==> src/torq_pkg.sv <==
// ----------------------------------------------------------------------------
// torq_pkg: shared types and helpers for the timestamp-ordered request queue
// Entry layout, request codes and the ordering compare used by every cell.
// ----------------------------------------------------------------------------
package torq_pkg;

  localparam int QUEUE_DEPTH_DEF = 16;

  localparam int RANK_W = 8;
  localparam int TS_W   = 32;

  // request codes
  localparam logic [1:0] REQ_INSERT = 2'd0;
  localparam logic [1:0] REQ_REMOVE = 2'd1;
  localparam logic [1:0] REQ_CHECK  = 2'd2;

  typedef struct packed {
    logic              vld;
    logic [RANK_W-1:0] rank;
    logic [TS_W-1:0]   ts;
  } entry_t;

  // per-cycle command broadcast to all cells
  typedef struct packed {
    logic              ins;   // insert the request entry
    logic              pop;   // head matched on remove: shift forward
    logic [RANK_W-1:0] rank;
    logic [TS_W-1:0]   ts;
  } cell_ctl_t;

  localparam entry_t ENTRY_EMPTY = '{vld: 1'b0, rank: '0, ts: '0};

  // true when entry e orders after (rank, ts): later time, or same time and higher id
  function automatic logic ent_after(entry_t e, logic [RANK_W-1:0] rank,
                                     logic [TS_W-1:0] ts);
    ent_after = (e.ts > ts) || ((e.ts == ts) && (e.rank > rank));
  endfunction

endpackage

==> src/timestamp_ordered_request_queue.sv <==
// ----------------------------------------------------------------------------
// timestamp_ordered_request_queue: sorted request queue built as a cell chain
// QUEUE_DEPTH slots kept sorted by (timestamp, id); insert, conditional pop
// of the head, and head check. Every word returned carries the new head.
// ----------------------------------------------------------------------------
// The queue is a row of QUEUE_DEPTH identical cells, slot 0 being the head.
// Each request word is resolved as it is accepted: every cell compares its
// entry against the request in parallel and, in the same clock, either keeps
// its entry, takes the request, or takes a neighbor's entry. Throughput is one
// request word per cycle; the result word appears the cycle after acceptance
// and is held in an output register, so a new request is accepted whenever the
// result register is empty or being drained. The critical path is one 40-bit
// compare per cell plus the left-neighbor select. Slots start empty after
// reset with no clearing pass. A full queue drops its last entry on an insert
// that lands ahead of it, or drops the request if it orders after everything.
// Request type 3 is a no-op returning hit 0.
module timestamp_ordered_request_queue #(
  parameter int QUEUE_DEPTH = torq_pkg::QUEUE_DEPTH_DEF
) (
  input  logic                        clk,
  input  logic                        rst_n,
  input  logic                        in_valid,
  output logic                        in_ready,
  input  logic [1:0]                  in_req_type,
  input  logic [torq_pkg::RANK_W-1:0] in_req_rank,
  input  logic [torq_pkg::TS_W-1:0]   in_req_time,
  output logic                        out_valid,
  input  logic                        out_ready,
  output logic                        out_hit,
  output logic                        out_head_valid,
  output logic [torq_pkg::RANK_W-1:0] out_head_rank,
  output logic [torq_pkg::TS_W-1:0]   out_head_time
);
  import torq_pkg::*;

  logic      in_fire;
  logic      head_match;
  logic      hit;
  cell_ctl_t ctl;

  entry_t                 cell_ent [QUEUE_DEPTH];
  logic [QUEUE_DEPTH-1:0] cell_gt;
  logic [QUEUE_DEPTH-1:0] vld_vec;

  logic out_valid_r, out_valid_nxt;
  logic out_hit_r,   out_hit_nxt;

  assign in_ready = !out_valid_r || out_ready;
  assign in_fire  = in_valid && in_ready;

  // head compare for remove / check
  assign head_match = cell_ent[0].vld && (cell_ent[0].rank == in_req_rank) &&
                      (cell_ent[0].ts == in_req_time);

  always_comb begin
    hit = 1'b0;
    if (in_req_type inside {REQ_REMOVE, REQ_CHECK}) begin
      hit = head_match;
    end
  end

  assign ctl.ins  = in_fire && (in_req_type == REQ_INSERT);
  assign ctl.pop  = in_fire && (in_req_type == REQ_REMOVE) && head_match;
  assign ctl.rank = in_req_rank;
  assign ctl.ts   = in_req_time;

  // ---- cell chain ---------------------------------------------------------
  for (genvar i = 0; i < QUEUE_DEPTH; i++) begin : g_cell
    entry_t prev_ent;
    entry_t next_ent;
    logic   prev_gt;

    if (i == 0) begin : g_head
      assign prev_ent = ENTRY_EMPTY;
      assign prev_gt  = 1'b0;
    end else begin : g_mid
      assign prev_ent = cell_ent[i-1];
      assign prev_gt  = cell_gt[i-1];
    end

    if (i == QUEUE_DEPTH-1) begin : g_tail
      assign next_ent = ENTRY_EMPTY;   // vacated slot on pop
    end else begin : g_body
      assign next_ent = cell_ent[i+1];
    end

    torq_cell u_cell (
      .clk      (clk),
      .rst_n    (rst_n),
      .ctl      (ctl),
      .prev_ent (prev_ent),
      .prev_gt  (prev_gt),
      .next_ent (next_ent),
      .ent      (cell_ent[i]),
      .gt       (cell_gt[i])
    );

    assign vld_vec[i] = cell_ent[i].vld;
  end

  // ---- result register ----------------------------------------------------
  // Head fields come straight from slot 0: it only changes on an accepted
  // word, which can't happen while a result is stalled.
  always_comb begin
    out_valid_nxt = out_valid_r;
    out_hit_nxt   = out_hit_r;
    if (in_fire) begin
      out_valid_nxt = 1'b1;
      out_hit_nxt   = hit;
    end else if (out_ready) begin
      out_valid_nxt = 1'b0;
    end
  end

  always_ff @(posedge clk) begin
    if (!rst_n) begin
      out_valid_r <= 1'b0;
    end else begin
      out_valid_r <= out_valid_nxt;
    end
  end

  always_ff @(posedge clk) begin
    out_hit_r <= out_hit_nxt;
  end

  assign out_valid      = out_valid_r;
  assign out_hit        = out_hit_r;
  assign out_head_valid = cell_ent[0].vld;
  assign out_head_rank  = cell_ent[0].vld ? cell_ent[0].rank : '0;
  assign out_head_time  = cell_ent[0].vld ? cell_ent[0].ts : '0;

`ifndef ASSERT_OFF
  // entries stay packed at the front and sorted
  for (genvar k = 0; k < QUEUE_DEPTH-1; k++) begin : g_chk_order
    a_order: assert property (@(posedge clk) disable iff (!rst_n)
      vld_vec[k+1] |-> (vld_vec[k] && !ent_after(cell_ent[k], cell_ent[k+1].rank,
                                                 cell_ent[k+1].ts)))
      else $error("queue entries out of order at slot %0d", k);
  end

  a_pop_count: assert property (@(posedge clk) disable iff (!rst_n)
    ctl.pop |=> ($countones(vld_vec) == $past($countones(vld_vec)) - 1))
    else $error("pop did not remove exactly one entry");

  a_ins_grow: assert property (@(posedge clk) disable iff (!rst_n)
    (ctl.ins && !vld_vec[QUEUE_DEPTH-1]) |=>
      ($countones(vld_vec) == $past($countones(vld_vec)) + 1))
    else $error("insert into non-full queue did not add one entry");

  a_ins_full: assert property (@(posedge clk) disable iff (!rst_n)
    (ctl.ins && vld_vec[QUEUE_DEPTH-1]) |=> vld_vec[QUEUE_DEPTH-1])
    else $error("insert into full queue lost the full state");
`endif

endmodule

==> src/torq_cell.sv <==
// ----------------------------------------------------------------------------
// torq_cell: one queue slot
// Holds one entry; on insert takes the new entry or its left neighbor's,
// on pop takes its right neighbor's. Reports whether it orders after the
// incoming entry so the next cell can tell where the insert lands.
// ----------------------------------------------------------------------------
module torq_cell (
  input  logic               clk,
  input  logic               rst_n,
  input  torq_pkg::cell_ctl_t ctl,
  input  torq_pkg::entry_t   prev_ent,
  input  logic               prev_gt,
  input  torq_pkg::entry_t   next_ent,
  output torq_pkg::entry_t   ent,
  output logic               gt
);
  import torq_pkg::*;

  entry_t ent_r;
  entry_t ent_nxt;

  // empty slots count as "after" so the insert lands in the first free one
  assign gt = !ent_r.vld || ent_after(ent_r, ctl.rank, ctl.ts);

  always_comb begin
    ent_nxt = ent_r;
    if (ctl.ins) begin
      if (prev_gt) begin
        ent_nxt = prev_ent;          // shift back behind the new entry
      end else if (gt) begin
        ent_nxt.vld  = 1'b1;         // insert point
        ent_nxt.rank = ctl.rank;
        ent_nxt.ts   = ctl.ts;
      end
    end else if (ctl.pop) begin
      ent_nxt = next_ent;
    end
  end

  // only the valid bit is reset; id and time are masked while it is low
  always_ff @(posedge clk) begin
    if (!rst_n) begin
      ent_r.vld <= 1'b0;
    end else begin
      ent_r.vld <= ent_nxt.vld;
    end
    ent_r.rank <= ent_nxt.rank;
    ent_r.ts   <= ent_nxt.ts;
  end

  assign ent = ent_r;

endmodule

==> config.mk <==
export PLATFORM = sky130hd
export DESIGN_NAME = timestamp_ordered_request_queue
export DESIGN_NICKNAME = d
export VERILOG_FILES = /design/src/torq_pkg.sv /design/src/timestamp_ordered_request_queue.sv /design/src/torq_cell.sv
export SDC_FILE = /design/constraint.sdc
export NUM_CORES = 2
export LEC_CHECK = 0
export BUFFER_PORTS_ARGS = -buffer_cell sky130_fd_sc_hd__buf_2
export CAP_MARGIN = 20
export CORE_AREA = 2 2 300 302
export DETAILED_ROUTE_END_ITERATION = 8
export DIE_AREA = 0 0 302 304
export PLACE_DENSITY = 0.76
export SLEW_MARGIN = 40
export SYNTH_ARGS = -nofsm -noshare
export SYNTH_HDL_FRONTEND = slang
export SYNTH_SLANG_ARGS = --single-unit
==> constraint.sdc <==
create_clock -name clk -period 15.4 [get_ports clk]
set_input_delay 0.77 -clock clk [delete_from_list [all_inputs] [get_ports clk]]
set_output_delay 0.77 -clock clk [all_outputs]
set_load 0.01 [all_outputs]
==> reports/qor.csv <==
stage,metric,value,unit
run_status,status,"finished, final reports clean",
critical_path,start_kind,primary input,
clock_tree,cts_made_buffers,76,
placement,port_buffers,89,
cells_and_area,areaGrowthSynthToFinish,8.89,%
power_and_ir_drop,leakage,21.1,nW
die,die_area,91800,µm²
critical_path,required,15.68,ns
critical_path,cp_max_fo,41,
critical_path,path_class,primary input to register,
power_and_ir_drop,pwr-share-seq,46.1,%
logic_synthesis,netlist_instances,5019,
timing,tightestPinTransition,1.01,ns
placement,place_inst,6040,
global_route,grt_max_degree,169,
power_and_ir_drop,pwr-share-clk,39.5,%
logic_synthesis,synthTopCellsByArea,"edfxtp_1, ha_1, a221o_1",
logic_synthesis,yosys.cell_count.top_type,nand2_1,
critical_path,cp_cell_sequence,"buf_2, clkinv_1, ha_1, nand4_1, nor4_1, nand2_1, o21a_1, nand4_1, buf_4, nand2_1, a31oi_4, buf_4",
power_and_ir_drop,switching_share,28.2,%
power_and_ir_drop,p_per_area,86.2,nW/µm²
drt,dr.pass1.iters,6,
timing,post-route-period-util,34.7,%
power_and_ir_drop,netSwitchingPower,1.28,mW
timing,period_minus_slack,5.34,ns
logic_synthesis,syn_nets,5707,
logic_synthesis,synth-edff-count,641,
timing,hold_viol_final,0,
logic_synthesis,ys_types,67,
global_route,grt_antenna_before_repair,15,
drt,num_vias,44900,
drt,ant_nets,0,
logic_synthesis,synth_top_cells_by_count,"nand2_1, ha_1, edfxtp_1",
power_and_ir_drop,internal_power,3.26,mW
logic_synthesis,synth_area_per_cell,9.63,µm²
clock_tree,clockBufferDepth,3,
drt,wl,177000,µm
timing,rsz0062_at_grt,no,
critical_path,cp_slowest_cell,nor4_1,
timing,skew,0.0229,ns
clock_tree,cts_tree,done,
logic_synthesis,synth_area,48300,µm²
critical_path,max_stage_delay,0.91,ns
global_route,use_met3,10.3,%
global_route,grt_util_met1,46.8,%
clock_tree,cts_hold_buf,0,
placement,hpwl,126000,µm
critical_path,endpoint_kind,register,
timing,setup_viol,0,
timing,maxSlewViolCount,0,
clock_tree,clkTransAtPathRegs,0.06,ns
die,die_x,302,µm
die,start_util,54.3,%
die,rows,110,
global_route,gr-usage-met2,58.3,%
cells_and_area,num-nets-final,5630,
power_and_ir_drop,p_comb_share,14.4,%
logic_synthesis,synth_flop_cell,edfxtp_1,
timing,relSlewSlack,31.8,%
die,design.portCount,90,
timing,setup_tns,0,ns
critical_path,worstPathArrival,5.62,ns
timing,fmax,187,MHz
placement,gp_congestion,1.05,
drt,avgViaCountPerCell,7.27,
logic_synthesis,synth_top_area_cell,edfxtp_1,
clock_tree,cts_resized,0,
drt,wl_per_cell,28.6,µm
global_route,grt_pass1_vias,42700,
logic_synthesis,yosysWarningCount,0,
logic_synthesis,seq_area_frac_synth,40.5,%
global_route,grt.busiest_layer,met2,
clock_tree,h-tree-depth,3,
critical_path,ff2ff_setup_slack,10.70,ns
logic_synthesis,postSynth.asyncResetShare,0,%
power_and_ir_drop,vdd_drop_max,0.0000819,V
die,die_h,304,µm
job,cap_violations,0,
clock_tree,post-cts-setup-buffer-count,0,
clock_tree,clock_latency,0.65,ns
drt,drt_iter0_markers,6464,
clock_tree,cts.sinks,658,
global_route,grt_overflow,0,
logic_synthesis,synth_top_area_share,39.8,%
drt,post-route-drc-count,0,
clock_tree,clockRootBuffer,clkbuf_16,
cells_and_area,utilization,59.1,%
cells_and_area,fin_cells,6183,
critical_path,path_buf_inv,4,
die,core,89000,µm²
global_route,grt_pass1_wl,261000,µm
logic_synthesis,ys_ff_latch,658,
cells_and_area,layout-drive-gt1-share,7.86,%
hold_path,hold_path_class,primary input to register,
cells_and_area,num-fill-cells,7474,
critical_path,path_delay_family,simple AND/OR/NAND/NOR gates,
global_route,grt.total_usage,37.4,%
-- stage by stage --
step	setup slack (ns)	total power [mW]	hold slack, ns	instance area [µm²]
final	10.06	4.54	0.394	52600
after global routing	10.08	4.65	0.405	52600
after CTS	10.65	4.50	0.386	52600
after detailed placement	9.99	2.75	0.529	50200
after global placement	9.54	2.72	0.535	50000
after floorplan	9.99	2.52	0.494	48300
-- path summary, 6_finish.rpt --
| kind | start | to | cells after the start |
|---|---|---|---|
| setup reg to reg | g_cell[10].u_cell.ent[30] | g_cell[10].u_cell.ent[22] | 10 |
| hold / removal | in_valid | out_valid | 3 |
| setup / recovery | in_req_time[30] | g_cell[10].u_cell.ent[22] | 12 |
| hold reg to reg | g_cell[3].u_cell.ent[40] | g_cell[3].u_cell.ent[40] | 1 |
-- cells in the final DEF, fill, tap and decap left out, types with 9 or more instances in the layout --
cell type,instances
nand2_1,824
ha_1,642
edfxtp_1,641
a221o_1,410
nor2_1,327
a21oi_1,295
nor3_1,268
nand4_1,159
nand3_1,134
o21ai_0,132
buf_4,107
o211ai_1,101
inv_1,93
buf_2,89
mux2i_1,88
clkbuf_16,79
a21o_1,66
or3_1,48
a22oi_1,47
and2_1,46
nor2b_1,25
nor4_1,21
and4_1,21
nand2b_1,20
clkinv_1,19
a221oi_1,18
a211oi_1,18
dfxtp_1,17
a21oi_4,16
nor2_2,15
clkinv_2,15
clkbuf_1,14
o21a_1,13
o211a_1,13
and3_1,10
buf_6,10
or4_1,9
-- worst reg2reg max path, cell delays in order (launching register included) --
cell and delay [ns]:
edfxtp_1 0.50, ha_1 0.35, nand4_1 0.25, nor4_1 0.91, nand2_1 0.21, o21a_1 0.25
nand4_1 0.09, buf_4 0.42, nand2_1 0.36, a31oi_4 0.47, buf_4 0.50
-- sequential cells by signal, indices dropped and copies added (netlist names) --
register           cells
g_cell.u_cell.ent    656
out_valid              1
out_hit                1
-- metal layers --
metal  up-vias  part of all wire [%]
met2      3492                    45
met1     21200                    36
met5         -                  0.12
met4        18                   6.5
li1      19300                     -
met3       916                    13
-- power groups by stage --
stage                     registers (mW)  clock network (mW)  logic (mW)
after floorplan                     2.09                   0       0.430
final                               2.09                1.79       0.656
after detailed placement            2.13                   0       0.625
after global routing                2.09                1.85       0.708
after CTS                           2.09                1.78       0.630
after global placement              2.13                   0       0.593
-- kinds of logic (layout without fill, tap and decap cells) --
| logic type | Yosys count | count (layout) | share of synthesized area, % |
|---|---|---|---|
| simple gates | 1963 | 1963 | 18.5 |
| compound gates | 1199 | 1199 | 18.7 |
| flops | 658 | 658 | 40.5 |
| fa+ha+maj | 642 | 642 | 16.6 |
| buf+inv | 469 | 450 | 3.83 |
| mux | 88 | 88 | 1.82 |
| other cells | 0 | 7 | 0 |
-- final cells by class --
class                   count  area, µm²  share of cell area [%]
multi-input cells        3892      27400                    52.0
flip-flops and latches    658      19600                    37.2
clock buffers              93       2030                    3.86
well taps                1176       1470                    2.80
repair buffers            212       1470                    2.79
inverters                 102        383                   0.727
clock inverters            43        309                   0.587
diodes                      7       17.5                  0.0333
Note: power is estimated with default switching activity, not from simulation.
